File: src/rtl/arpc_pkg.sv
package arpc_pkg;

    localparam int CACHE_ENTRIES = 16;
    localparam int IDX_W = (CACHE_ENTRIES > 1) ? $clog2(CACHE_ENTRIES) : 1;
    localparam logic [IDX_W-1:0] LAST_IDX = IDX_W'(CACHE_ENTRIES - 1);

    localparam int APB_ADDR_W = 4;
    localparam int APB_DATA_W = 64;

    localparam logic [15:0] HW_ETHERNET = 16'h0001;
    localparam logic [15:0] PROTO_IPV4 = 16'h0800;
    localparam logic [15:0] OP_REQUEST = 16'h0001;
    localparam logic [1:0] OP_REPLY = 2'd2;
    localparam logic [1:0] OP_NONE = 2'd0;

    localparam logic [0:0] KIND_PACKET = 1'b0;
    localparam logic [0:0] KIND_LOOKUP = 1'b1;

    localparam logic [2:0] ST_REPLIED = 3'd0;
    localparam logic [2:0] ST_BAD_HW = 3'd1;
    localparam logic [2:0] ST_BAD_PROTO = 3'd2;
    localparam logic [2:0] ST_NOT_FOR_US = 3'd3;
    localparam logic [2:0] ST_FULL = 3'd4;
    localparam logic [2:0] ST_BAD_OPCODE = 3'd5;
    localparam logic [2:0] ST_HIT = 3'd6;
    localparam logic [2:0] ST_MISS = 3'd7;

    typedef enum logic [1:0] {
        SEQ_IDLE,
        SEQ_SCAN,
        SEQ_CHECK,
        SEQ_FINISH
    } seq_state_t;

    typedef enum logic {
        CMP_SCAN,
        CMP_TARGET
    } cmp_sel_t;

    typedef struct packed {
        logic             rd_en;
        logic [IDX_W-1:0] rd_addr;
        logic             wr_en;
        logic [IDX_W-1:0] wr_addr;
        logic [31:0]      wr_ip;
        logic [47:0]      wr_mac;
    } cache_req_t;

    typedef struct packed {
        logic        valid;
        logic [31:0] ip;
        logic [47:0] mac;
    } cache_rsp_t;

endpackage

File: src/rtl/arpc_cache.sv
module arpc_cache (
    input  logic                 clk,
    input  logic                 rst_n,
    input  arpc_pkg::cache_req_t req,
    output arpc_pkg::cache_rsp_t rsp
);

    logic [arpc_pkg::CACHE_ENTRIES-1:0] valid_reg;
    logic [31:0] ip_mem [arpc_pkg::CACHE_ENTRIES];
    logic [47:0] mac_mem [arpc_pkg::CACHE_ENTRIES];
    logic        rd_valid_reg;
    logic [31:0] rd_ip_reg;
    logic [47:0] rd_mac_reg;

    always_ff @(posedge clk or negedge rst_n)
    begin
        if (!rst_n)
        begin
            valid_reg <= '0;
            rd_valid_reg <= 1'b0;
        end
        else
        begin
            if (req.wr_en)
            begin
                valid_reg[req.wr_addr] <= 1'b1;
            end
            if (req.rd_en)
            begin
                rd_valid_reg <= valid_reg[req.rd_addr];
            end
        end
    end

    always_ff @(posedge clk)
    begin
        if (req.wr_en)
        begin
            ip_mem[req.wr_addr] <= req.wr_ip;
            mac_mem[req.wr_addr] <= req.wr_mac;
        end
        if (req.rd_en)
        begin
            rd_ip_reg <= ip_mem[req.rd_addr];
            rd_mac_reg <= mac_mem[req.rd_addr];
        end
    end

    assign rsp.valid = rd_valid_reg;
    assign rsp.ip = rd_ip_reg;
    assign rsp.mac = rd_mac_reg;

endmodule

File: src/rtl/arpc_cmp.sv
module arpc_cmp (
    input  arpc_pkg::cmp_sel_t sel,
    input  logic [31:0]        key,
    input  logic [31:0]        entry_ip,
    input  logic [31:0]        target_ip,
    input  logic [31:0]        own_ip,
    output logic               eq
);

    logic [31:0] op_a;
    logic [31:0] op_b;

    always_comb
    begin
        case (sel)
            arpc_pkg::CMP_SCAN:
            begin
                op_a = key;
                op_b = entry_ip;
            end
            arpc_pkg::CMP_TARGET:
            begin
                op_a = target_ip;
                op_b = own_ip;
            end
            default:
            begin
                op_a = key;
                op_b = entry_ip;
            end
        endcase
    end

    assign eq = (op_a == op_b);

endmodule

File: src/rtl/arpc_seq.sv
module arpc_seq (
    input  logic                 clk,
    input  logic                 rst_n,
    input  logic                 in_valid,
    output logic                 in_ready,
    input  logic                 kind,
    input  logic [15:0]          hw_type,
    input  logic [15:0]          proto_type,
    input  logic [15:0]          arp_opcode,
    input  logic [47:0]          sender_mac,
    input  logic [31:0]          sender_ip,
    input  logic [31:0]          target_ip,
    input  logic [31:0]          lookup_ip,
    input  logic [31:0]          own_ip,
    input  logic [47:0]          own_mac,
    output logic                 out_valid,
    input  logic                 out_ready,
    output logic [2:0]           status,
    output logic [1:0]           reply_opcode,
    output logic [47:0]          reply_target_mac,
    output logic [31:0]          reply_target_ip,
    output logic [47:0]          reply_sender_mac,
    output logic [31:0]          reply_sender_ip,
    output logic [47:0]          found_mac,
    output arpc_pkg::cache_req_t cache_req,
    input  arpc_pkg::cache_rsp_t cache_rsp
);

    arpc_pkg::seq_state_t state_reg, state_next;
    logic                       kind_reg, kind_next;
    logic                       is_req_reg, is_req_next;
    logic [47:0]                smac_reg, smac_next;
    logic [31:0]                key_reg, key_next;
    logic [31:0]                tip_reg, tip_next;
    logic [2:0]                 stat_reg, stat_next;
    logic [arpc_pkg::IDX_W-1:0] scan_addr_reg, scan_addr_next;
    logic                       issue_done_reg, issue_done_next;
    logic                       cmp_vld_reg, cmp_vld_next;
    logic [arpc_pkg::IDX_W-1:0] cmp_idx_reg, cmp_idx_next;
    logic                       hit_found_reg, hit_found_next;
    logic [arpc_pkg::IDX_W-1:0] hit_idx_reg, hit_idx_next;
    logic [47:0]                hit_mac_reg, hit_mac_next;
    logic                       free_found_reg, free_found_next;
    logic [arpc_pkg::IDX_W-1:0] free_idx_reg, free_idx_next;

    logic                       out_valid_reg, out_valid_next;
    logic [2:0]                 o_status_reg, o_status_next;
    logic [1:0]                 o_op_reg, o_op_next;
    logic [47:0]                o_tmac_reg, o_tmac_next;
    logic [31:0]                o_tip_reg, o_tip_next;
    logic [47:0]                o_smac_reg, o_smac_next;
    logic [31:0]                o_sip_reg, o_sip_next;
    logic [47:0]                o_fmac_reg, o_fmac_next;

    arpc_pkg::cmp_sel_t cmp_sel;
    logic               eq;
    logic               match;

    arpc_cmp u_cmp (
        .sel       (cmp_sel),
        .key       (key_reg),
        .entry_ip  (cache_rsp.ip),
        .target_ip (tip_reg),
        .own_ip    (own_ip),
        .eq        (eq)
    );

    assign match = cmp_vld_reg && cache_rsp.valid && eq;

    always_ff @(posedge clk or negedge rst_n)
    begin
        if (!rst_n)
        begin
            state_reg <= arpc_pkg::SEQ_IDLE;
            issue_done_reg <= 1'b0;
            cmp_vld_reg <= 1'b0;
            hit_found_reg <= 1'b0;
            free_found_reg <= 1'b0;
            out_valid_reg <= 1'b0;
        end
        else
        begin
            state_reg <= state_next;
            issue_done_reg <= issue_done_next;
            cmp_vld_reg <= cmp_vld_next;
            hit_found_reg <= hit_found_next;
            free_found_reg <= free_found_next;
            out_valid_reg <= out_valid_next;
        end
    end

    always_ff @(posedge clk)
    begin
        kind_reg <= kind_next;
        is_req_reg <= is_req_next;
        smac_reg <= smac_next;
        key_reg <= key_next;
        tip_reg <= tip_next;
        stat_reg <= stat_next;
        scan_addr_reg <= scan_addr_next;
        cmp_idx_reg <= cmp_idx_next;
        hit_idx_reg <= hit_idx_next;
        hit_mac_reg <= hit_mac_next;
        free_idx_reg <= free_idx_next;
        o_status_reg <= o_status_next;
        o_op_reg <= o_op_next;
        o_tmac_reg <= o_tmac_next;
        o_tip_reg <= o_tip_next;
        o_smac_reg <= o_smac_next;
        o_sip_reg <= o_sip_next;
        o_fmac_reg <= o_fmac_next;
    end

    always_comb
    begin
        state_next = state_reg;
        kind_next = kind_reg;
        is_req_next = is_req_reg;
        smac_next = smac_reg;
        key_next = key_reg;
        tip_next = tip_reg;
        stat_next = stat_reg;
        scan_addr_next = scan_addr_reg;
        issue_done_next = issue_done_reg;
        cmp_vld_next = 1'b0;
        cmp_idx_next = cmp_idx_reg;
        hit_found_next = hit_found_reg;
        hit_idx_next = hit_idx_reg;
        hit_mac_next = hit_mac_reg;
        free_found_next = free_found_reg;
        free_idx_next = free_idx_reg;
        out_valid_next = out_valid_reg && !out_ready;
        o_status_next = o_status_reg;
        o_op_next = o_op_reg;
        o_tmac_next = o_tmac_reg;
        o_tip_next = o_tip_reg;
        o_smac_next = o_smac_reg;
        o_sip_next = o_sip_reg;
        o_fmac_next = o_fmac_reg;
        in_ready = 1'b0;
        cmp_sel = arpc_pkg::CMP_SCAN;
        cache_req.rd_en = 1'b0;
        cache_req.rd_addr = scan_addr_reg;
        cache_req.wr_en = 1'b0;
        cache_req.wr_addr = free_idx_reg;
        cache_req.wr_ip = key_reg;
        cache_req.wr_mac = smac_reg;

        case (state_reg)
            arpc_pkg::SEQ_IDLE:
            begin
                in_ready = 1'b1;
                if (in_valid)
                begin
                    kind_next = kind;
                    is_req_next = (arp_opcode == arpc_pkg::OP_REQUEST);
                    smac_next = sender_mac;
                    tip_next = target_ip;
                    key_next = (kind == arpc_pkg::KIND_LOOKUP) ? lookup_ip : sender_ip;
                    scan_addr_next = '0;
                    issue_done_next = 1'b0;
                    hit_found_next = 1'b0;
                    free_found_next = 1'b0;
                    if (kind == arpc_pkg::KIND_LOOKUP)
                    begin
                        state_next = arpc_pkg::SEQ_SCAN;
                    end
                    else if (hw_type != arpc_pkg::HW_ETHERNET)
                    begin
                        stat_next = arpc_pkg::ST_BAD_HW;
                        state_next = arpc_pkg::SEQ_FINISH;
                    end
                    else if (proto_type != arpc_pkg::PROTO_IPV4)
                    begin
                        stat_next = arpc_pkg::ST_BAD_PROTO;
                        state_next = arpc_pkg::SEQ_FINISH;
                    end
                    else
                    begin
                        state_next = arpc_pkg::SEQ_SCAN;
                    end
                end
            end

            arpc_pkg::SEQ_SCAN:
            begin
                cache_req.rd_en = !issue_done_reg;
                if (!issue_done_reg)
                begin
                    cmp_vld_next = 1'b1;
                    cmp_idx_next = scan_addr_reg;
                    if (scan_addr_reg == arpc_pkg::LAST_IDX)
                    begin
                        issue_done_next = 1'b1;
                    end
                    else
                    begin
                        scan_addr_next = scan_addr_reg + arpc_pkg::IDX_W'(1);
                    end
                end
                if (match && !hit_found_reg)
                begin
                    hit_found_next = 1'b1;
                    hit_idx_next = cmp_idx_reg;
                    hit_mac_next = cache_rsp.mac;
                end
                if (cmp_vld_reg && !cache_rsp.valid && !free_found_reg)
                begin
                    free_found_next = 1'b1;
                    free_idx_next = cmp_idx_reg;
                end
                if (cmp_vld_reg && cmp_idx_reg == arpc_pkg::LAST_IDX)
                begin
                    if (kind_reg == arpc_pkg::KIND_LOOKUP)
                    begin
                        stat_next = (hit_found_reg || match) ? arpc_pkg::ST_HIT
                                                             : arpc_pkg::ST_MISS;
                        state_next = arpc_pkg::SEQ_FINISH;
                    end
                    else
                    begin
                        state_next = arpc_pkg::SEQ_CHECK;
                    end
                end
            end

            arpc_pkg::SEQ_CHECK:
            begin
                cmp_sel = arpc_pkg::CMP_TARGET;
                cache_req.wr_addr = hit_found_reg ? hit_idx_reg : free_idx_reg;
                cache_req.wr_en = hit_found_reg || (eq && free_found_reg);
                if (!eq)
                begin
                    stat_next = arpc_pkg::ST_NOT_FOR_US;
                end
                else if (!hit_found_reg && !free_found_reg)
                begin
                    stat_next = arpc_pkg::ST_FULL;
                end
                else if (!is_req_reg)
                begin
                    stat_next = arpc_pkg::ST_BAD_OPCODE;
                end
                else
                begin
                    stat_next = arpc_pkg::ST_REPLIED;
                end
                state_next = arpc_pkg::SEQ_FINISH;
            end

            arpc_pkg::SEQ_FINISH:
            begin
                if (!out_valid_reg || out_ready)
                begin
                    out_valid_next = 1'b1;
                    o_status_next = stat_reg;
                    if (stat_reg == arpc_pkg::ST_REPLIED)
                    begin
                        o_op_next = arpc_pkg::OP_REPLY;
                        o_tmac_next = smac_reg;
                        o_tip_next = key_reg;
                        o_smac_next = own_mac;
                        o_sip_next = own_ip;
                    end
                    else
                    begin
                        o_op_next = arpc_pkg::OP_NONE;
                        o_tmac_next = '0;
                        o_tip_next = '0;
                        o_smac_next = '0;
                        o_sip_next = '0;
                    end
                    o_fmac_next = (stat_reg == arpc_pkg::ST_HIT) ? hit_mac_reg : 48'd0;
                    state_next = arpc_pkg::SEQ_IDLE;
                end
            end

            default:
            begin
                state_next = arpc_pkg::SEQ_IDLE;
            end
        endcase
    end

    assign out_valid = out_valid_reg;
    assign status = o_status_reg;
    assign reply_opcode = o_op_reg;
    assign reply_target_mac = o_tmac_reg;
    assign reply_target_ip = o_tip_reg;
    assign reply_sender_mac = o_smac_reg;
    assign reply_sender_ip = o_sip_reg;
    assign found_mac = o_fmac_reg;

endmodule

File: src/rtl/arp_responder_with_cache.sv
// ARP responder with a sixteen-entry address cache.
// Input channel (in_valid/in_ready) takes one word: a parsed ARP packet
// (kind 0) or a cache lookup (kind 1). Output channel (out_valid/out_ready)
// gives exactly one result word per input word.
// Each word scans the cache one entry per cycle through a single registered
// read port and one shared 32-bit equality unit, which also checks the
// target address against own_ip. A lookup runs from accept through the scan
// to the result; a valid packet also passes the check state for the target
// check, and a packet with a bad hardware or protocol type skips the scan.
// in_ready is high only while the sequencer is idle, so one word is in work
// at a time and a new word is taken only once the last has left the sequencer.
// The result sits in an output register; a new word is accepted while it
// waits. If the receiver still stalls when the next result is ready, the
// sequencer holds it and keeps in_ready low.
// Reset clears every cache valid bit, own_ip and own_mac at once; no
// clearing pass is needed. Registers are written over the APB port:
// own_ip at byte address 0, own_mac at byte address 8.
module arp_responder_with_cache (
    input  logic                          clk,
    input  logic                          rst_n,
    input  logic                          psel,
    input  logic                          penable,
    input  logic                          pwrite,
    input  logic [arpc_pkg::APB_ADDR_W-1:0] paddr,
    input  logic [arpc_pkg::APB_DATA_W-1:0] pwdata,
    output logic [arpc_pkg::APB_DATA_W-1:0] prdata,
    output logic                          pready,
    input  logic                          in_valid,
    output logic                          in_ready,
    input  logic                          kind,
    input  logic [15:0]                   hw_type,
    input  logic [15:0]                   proto_type,
    input  logic [15:0]                   arp_opcode,
    input  logic [47:0]                   sender_mac,
    input  logic [31:0]                   sender_ip,
    input  logic [31:0]                   target_ip,
    input  logic [31:0]                   lookup_ip,
    output logic                          out_valid,
    input  logic                          out_ready,
    output logic [2:0]                    status,
    output logic [1:0]                    reply_opcode,
    output logic [47:0]                   reply_target_mac,
    output logic [31:0]                   reply_target_ip,
    output logic [47:0]                   reply_sender_mac,
    output logic [31:0]                   reply_sender_ip,
    output logic [47:0]                   found_mac
);

    logic [31:0] own_ip_reg;
    logic [47:0] own_mac_reg;
    logic        cfg_wr;

    arpc_pkg::cache_req_t cache_req;
    arpc_pkg::cache_rsp_t cache_rsp;

    assign pready = 1'b1;
    assign cfg_wr = psel && penable && pwrite;

    always_ff @(posedge clk or negedge rst_n)
    begin
        if (!rst_n)
        begin
            own_ip_reg <= '0;
            own_mac_reg <= '0;
        end
        else if (cfg_wr)
        begin
            if (paddr[3])
            begin
                own_mac_reg <= pwdata[47:0];
            end
            else
            begin
                own_ip_reg <= pwdata[31:0];
            end
        end
    end

    assign prdata = paddr[3] ? {16'd0, own_mac_reg} : {32'd0, own_ip_reg};

    arpc_cache u_cache (
        .clk   (clk),
        .rst_n (rst_n),
        .req   (cache_req),
        .rsp   (cache_rsp)
    );

    arpc_seq u_seq (
        .clk              (clk),
        .rst_n            (rst_n),
        .in_valid         (in_valid),
        .in_ready         (in_ready),
        .kind             (kind),
        .hw_type          (hw_type),
        .proto_type       (proto_type),
        .arp_opcode       (arp_opcode),
        .sender_mac       (sender_mac),
        .sender_ip        (sender_ip),
        .target_ip        (target_ip),
        .lookup_ip        (lookup_ip),
        .own_ip           (own_ip_reg),
        .own_mac          (own_mac_reg),
        .out_valid        (out_valid),
        .out_ready        (out_ready),
        .status           (status),
        .reply_opcode     (reply_opcode),
        .reply_target_mac (reply_target_mac),
        .reply_target_ip  (reply_target_ip),
        .reply_sender_mac (reply_sender_mac),
        .reply_sender_ip  (reply_sender_ip),
        .found_mac        (found_mac),
        .cache_req        (cache_req),
        .cache_rsp        (cache_rsp)
    );

    a_busy_after_accept: assert property (@(posedge clk) disable iff (!rst_n)
        in_valid && in_ready |=> !in_ready)
        else $error("sequencer stayed ready after accepting a word");

    a_reply_fields_zero: assert property (@(posedge clk) disable iff (!rst_n)
        out_valid && status != arpc_pkg::ST_REPLIED |->
            reply_opcode == arpc_pkg::OP_NONE && reply_target_mac == 48'd0 &&
            reply_sender_ip == 32'd0)
        else $error("reply fields set without a reply");

    a_found_only_on_hit: assert property (@(posedge clk) disable iff (!rst_n)
        out_valid && status != arpc_pkg::ST_HIT |-> found_mac == 48'd0)
        else $error("found_mac set without a hit");

    a_no_write_in_scan: assert property (@(posedge clk) disable iff (!rst_n)
        cache_req.rd_en |-> !cache_req.wr_en)
        else $error("cache written during scan");

endmodule
File: config.mk
export PLATFORM = sky130hd
export DESIGN_NAME = arp_responder_with_cache
export DESIGN_NICKNAME = d
export VERILOG_FILES = /design/src/rtl/arpc_pkg.sv /design/src/rtl/arpc_cache.sv /design/src/rtl/arpc_cmp.sv /design/src/rtl/arpc_seq.sv /design/src/rtl/arp_responder_with_cache.sv
export SDC_FILE = /design/constraint.sdc
export NUM_CORES = 2
export LEC_CHECK = 0
export BUFFER_PORTS_ARGS = -buffer_cell sky130_fd_sc_hd__buf_2
export CORE_MARGIN = 2
export CORE_UTILIZATION = 40
export DETAILED_ROUTE_END_ITERATION = 7
export GPL_TIMING_DRIVEN = 0
export HOLD_SLACK_MARGIN = 0.08
export MAX_ROUTING_LAYER = met4
export PLACE_DENSITY = 0.67
export SYNTH_ARGS = -nofsm -noshare
export SYNTH_HDL_FRONTEND = slang
export SYNTH_HIERARCHICAL = 1
export SYNTH_SLANG_ARGS = --single-unit
File: constraint.sdc
create_clock -name clk -period 8.8 [get_ports clk]
set_clock_uncertainty 0.2 [all_clocks]
set_input_delay 0.88 -clock clk [delete_from_list [all_inputs] [get_ports clk]]
set_output_delay 0.88 -clock clk [all_outputs]
set_load 0.05 [all_outputs]
Word-level counts from Yosys, hierarchy flattened
Memory sizes are Yosys's and may differ from the RTL's. A register that Yosys moved wholly into a read port is not among the register bits.
Index checks and enable logic that the tools add are counted.
- bits in registers: 498
- latch bits: 0
- memory bits (writable): 1280
- bits in read-only memories: 0
- input port bits: 268
- output and inout port bits: 280
- word-level logic and storage cells: 147
- memories kept: 2
- add/sub/neg operators: 1
- multiply operators: 0
- divide/modulo/power cells: 0
- $lt $le $gt $ge: 3
- equality and inequality tests: 20
- shift-type cells: 0
- muxes and demuxes: 51
- bitwise gates (word level): 4
- reduce and logical (&&, ||, !) cells: 38
- memories (name ; words ; bits a word ; rd ports ; clocked after memory_dff ; write ports ; RTL line ; text):
    u_cache.mac_mem ; 16 ; 48 ; 1 ; 1 ; 1 ; arpc_cache.sv:10 ; logic [47:0] mac_mem [arpc_pkg::CACHE_ENTRIES];
    u_cache.ip_mem ; 16 ; 32 ; 1 ; 1 ; 1 ; arpc_cache.sv:9 ; logic [31:0] ip_mem [arpc_pkg::CACHE_ENTRIES];
- operators by type and width (operator ; number):
    32-bit one-hot mux with 2 select lines ; 2
    48-bit two-way mux ; 1
    32-bit equality test ; 1
    32-bit two-way mux ; 1
    3-bit two-way mux ; 9
    1-bit two-way mux ; 18
    16-bit by 1-bit equality test with 1-bit output (second input constant) ; 1
    4-bit two-way mux ; 4
    16-bit by 1-bit inequality test with 1-bit output (second input constant) ; 1
    16-bit by 12-bit inequality test with 1-bit output (second input constant) ; 1
    16-bit OR ; 1
    2-bit AND reduction ; 8
    2-bit two-way mux ; 7
    1-bit logical AND ; 12
    4-bit by 5-bit less-than comparator with 1-bit output (second input constant) ; 2
    2-bit by 1-bit inequality test with 1-bit output (second input constant) ; 5
    3-bit one-hot mux with 3 select lines ; 1
    3-bit AND reduction ; 3
    4-bit equality test (second input constant) ; 2
    2-bit inequality test (second input constant) ; 4
    2-bit one-hot mux with 4 select lines ; 1
    4-bit one-hot mux with 2 select lines ; 1
    1-bit logical NOT ; 6
    1-bit one-hot mux with 2 select lines ; 3
    other kinds (17) ; 22

Logic depth before layout (Yosys ltp)
- depth after elaboration: 13
- gate-level depth with buffers: 10
- gate-level depth less buffers: 10

Cells and area by module
Netlist, hierarchy kept.
- by module, submodules not included (module ; times used ; cells each ; area each (µm²) ; sequential area each (µm²)):
    arpc_cache ; 1 ; 1915 ; 51149.1 ; 41264.6
    arpc_seq ; 1 ; 767 ; 14433.8 ; 11976.5
    arp_responder_with_cache ; 1 ; 242 ; 3589.7 ; 2001.9
    arpc_cmp ; 1 ; 88 ; 701.9 ; 0.0

Worst setup path before layout
No wires, ideal clock.
- path kind: register to register
- start: register u_seq.key_reg[12]
- end: register u_cache/valid_reg[0] in the netlist's numbering
- setup time: 0.099 ns
- arrival time: 8.163 ns
- required time: 8.501 ns
- slack: 0.338 ns
- cell stages (with the launch flop): 11
- period minus slack after synthesis: 8.462 ns
- path through: edfxtp_1 xnor2_1 nand4_1 nor4_1 nand3_1 o21ai_1 a21oi_1 nor2b_1 or3b_2 nor3_1 or2_2
- RTL lines (element ; RTL line ; text):
    start: declaration ; arpc_seq.sv:33 ; logic [31:0] key_reg, key_next;
    start signal: assignment ; arpc_seq.sv:97 ; key_reg <= key_next;
    end signal: assignment ; arpc_cache.sv:19 ; valid_reg <= '0;
    end signal: indexed assignment ; arpc_cache.sv:26 ; valid_reg[req.wr_addr] <= 1'b1;
    end: declaration ; arpc_cache.sv:8 ; logic [arpc_pkg::CACHE_ENTRIES-1:0] valid_reg;

==> summary.md <==
| Metric | Value |
|---|---|
| Port buffer count | `510` |
| Io pins | `about 550` |
| RD Place Congestion | `0.809` |
| Number of standard cells in the final layout excluding fillers | `around 6400` |
| Min-Delay Path Depth | `1` |
| Endpoints failing setup | `0` |
| Die Height | `422 microns` |
| Required time at the worst-slack endpoint | `a little over 9 ns` |
| Final sum of negative setup slack | `0 ns` |
| Total count of hold-check failures in the final report | `0` |
| Synth Register Bits | `1857` |
| HP Class | `in -> reg` |
| Number of flip-flops under the largest register name | `roughly 770` |
| Post-synthesis instance total | `between 3000 and 4000` |
| Sum of buffers and inverters on the critical path | `5` |
| Startpoint class of the critical path | `flop` |
| Aggregate routed wire length | `between 150000 and 200000 microns` |
| Total iterations of the first detailed-routing run | `8` |
| Average vias per placed instance | `around 5.3` |
| CTS root buf | `clkbuf_16` |
| Maximum vdd drop | `around 0.22 mV` |
| Register clock-pin slew on the reported worst setup and hold paths | `roughly 0.060 ns` |
| Power density over the cells | `~310 mW/mm^2` |
| Post-cts hold buffer count | `around 100` |
| Clk_lat worst skew | `about 0.83 ns` |
| First-pass GRT wire length | `249000 microns` |
| Biggest register | `u_cache/mac_mem` |
| Prevailing post-synth register cell | `edfxtp_1` |
| Clock buffer count from CTS | `approximately 190` |
| Max Clock Freq | `approximately 180 MHz` |
| Number of gates resized after cts | `0` |
| Avg Synthesized Cell Area | `23.2 sq um` |
| Warnings from Yosys | `6` |
| Die Outline Area | `approximately 0.18 sq mm` |
| Area after detailed placement | `between 0.07 and 0.08 sq mm` |
| Async set or reset register ratio after synthesis | `0.0560` |
| Number of different library cells in the post-synthesis netlist | `49` |
| X dimension of the die | `roughly 420 microns` |
| Fraction of layout instances using a drive strength above 1 | `0.377` |
| Number of antenna violations at the first check in global routing | `11` |
| Pin count of the biggest net entering global routing | `between 80 and 90` |
| Summed instance area of the synthesized netlist | `around 0.070 sq mm` |
| Number of enable flip-flop cells after synthesis | `~1800` |
| Placed Cells incl. Taps | `5964` |
| Initial Utilization | `0.402` |
| Final HPWL from detailed placement | `113000 microns` |
| Overall global routing resource usage | `0.202` |
| 1st-iter DRT viols | `3200` |
| Clk sink count | `1857` |
| Portion of the clock cycle consumed by the worst path in the final layout | `0.649` |
| Placeable core region | `between 0.15 and 0.2 sq mm` |
| Proportion of synthesized chip area in sequential cells | `0.791` |
| Number of cells on the worst reg-to-reg path | `14` |
| Worst max-slew margin expressed relative to the limit | `0.232` |
| Setup bufs post-CTS | `0` |
| Final non-filler cell area | `0.0846 sq mm` |
| Minimum clock period after layout | `5.71 ns` |
| Cell with the largest stage delay on the worst path | `nor3_2` |
| Wire length per cell | `approximately 27 microns` |
| Number of rows in the core area | `about 150` |
| Final count of pins violating max slew | `0` |
| Kind of critical path | `reg -> reg` |
| Run status | `finished, final reports clean` |
| Registers with the highest flip-flop counts | `u_cache/mac_mem x768, u_cache/ip_mem x512` |
| Clock buffer depth | `3` |
| Number of nets with antenna violations after detailed routing | `0` |
| CTS tree | `yes` |
| Post-layout util | `0.487` |
| Max-cap violation count | `0` |
| Critical Path Most Common Cell | `buf_6` |
| Sequence of cells on the critical path | `xnor2_1 > nand4_1 > nor4_1 > nand3_1 > o21ai_1 > a21oi_1 > nor2b_1 > nand3b_1 > nor3_2 > buf_6 > buf_6 > buf_6 > buf_6 > buf_6` |
| Vias in the first global route | `between 30000 and 40000` |
| # H-tree levels | `4` |
| Area growth from synthesis to final layout | `21.0%` |
| Layout net count | `~4200` |
| Number of remaining DRC errors | `0` |
| Crit path max fanout | `18` |
| Category of the worst setup path capture point | `flop` |
| Kind of cell adding the most delay to the critical path | `simple AND/OR/NAND/NOR gates` |
| Overall via count from detail_route | `33902` |
| Data arrival time of the critical path | `approximately 6.0 ns` |
| Crit-path max cell delay | `approximately 0.69 ns` |
| Setup repair after global routing missed its margin | `false` |
| Worst-Margin Slew | `about 1.2 ns` |
| Worst hold margin | `~0.13 ns` |
| LEAKAGE | `0.0283 uW` |
| Total congestion overflow | `0` |
| Count of cell instances traversed by the critical path | `14` |
## worst paths after layout
path,slack [ns],from,endpoint
max,3.09,u_seq/key_reg[0],u_cache/mac_mem[8][8]
min,0.13,sender_mac[47],u_seq/smac_reg[47]
max reg2reg,3.09,u_seq/key_reg[0],u_cache/mac_mem[8][8]
min reg2reg,0.21,u_cache/rd_mac_reg[5],u_seq/hit_mac_reg[5]
max in group asynchronous,7.36,rst_n,own_mac_reg[40]
min in group asynchronous,0.32,rst_n,own_ip_reg[13]
## layout make-up
class / instances / area [sq um]
diodes: 3 / 7.51
plain buffers: 152 / 887
clock buffers: 233 / 4900
clock inverters: 124 / 1370
fillers: 13952 / 89100
inverters: 5 / 23.8
multi-input cells: 1013 / 13900
flip-flops and latches: 1857 / 55200
well taps: 2325 / 2910
repair buffers: 716 / 5310
## logic make-up after synthesis
| kind of cell | share of synthesized area |
|---|---|
| simple gates | 0.0300 |
| fa+ha+maj | 0.000895 |
| mux | 0.155 |
| buf+inv | 0.0129 |
| other cells | 0.000161 |
| compound gates | 0.00254 |
| xor+xnor | 0.00827 |
| flops | 0.791 |
## layout by cell type, fill, tap and decap left out, types with 10 or more instances in the layout
master / Yosys / layout
a21oi_1: 10 / 10
and2_1: 229 / 228
buf_1: 10 / 10
buf_12: 0 / 39
buf_16: 0 / 12
buf_2: 31 / 540
buf_4: 38 / 38
buf_6: 16 / 61
bufinv_16: 0 / 19
clkbuf_1: 48 / 91
clkbuf_16: 0 / 189
clkinv_1: 0 / 47
clkinv_2: 0 / 28
conb_1: 3 / 18
dfrtp_1: 104 / 104
dlygate4sd3_1: 0 / 104
edfxtp_1: 1753 / 1753
mux2_1: 20 / 20
mux2_2: 129 / 129
mux4_2: 404 / 404
nand4_1: 15 / 15
nor2_4: 0 / 12
nor4_1: 14 / 14
or2_2: 16 / 16
xnor2_1: 49 / 49
xor2_1: 17 / 17
## where the power goes
part / total [uW] / switching, uW / leakage [uW] / internal (uW)
Clock: 8040 / 3470 / 0.00302 / 4570
Sequential: 11600 / 612 / 0.0172 / 11000
Combinational: 6890 / 4220 / 0.00812 / 2670
Total: 26500 / 8300 / 0.0283 / 18200
## routing by layer
metal | track usage | up-vias | wire, microns | share of wire
met5 | - | - | 0 | 0
met4 | 0.0666 | 0 | 5540 | 0.032
met3 | 0.0391 | 292 | 12300 | 0.070
met2 | 0.336 | 1410 | 89700 | 0.51
met1 | 0.248 | 17936 | 66900 | 0.38
li1 | - | 14264 | - | -
## cells in the mapped netlist (15+ instances only)
master,n,share of area
edfxtp_1,1753,0.75
mux4_2,404,0.13
and2_1,229,0.021
mux2_2,129,0.021
dfrtp_1,104,0.037
xnor2_1,49,0.0061
clkbuf_1,48,0.0026
buf_4,38,0.0041
buf_2,31,0.0022
mux2_1,20,0.0032
nor2_1,18,0.00097
xor2_1,17,0.0021
buf_6,16,0.0026
or2_2,16,0.0014
nand4_1,15,0.0013
## per-stage QoR
stage	setup slack, ns	total power [uW]
6_report	3.09	26500
5_1_grt	2.87	27600
4_1_cts	3.06	26900
3_5_place_dp	3.10	18800
3_3_place_gp	-8.90	18800
2_1_floorplan	0.338	16500
Note: power is estimated with default switching activity, not from simulation.
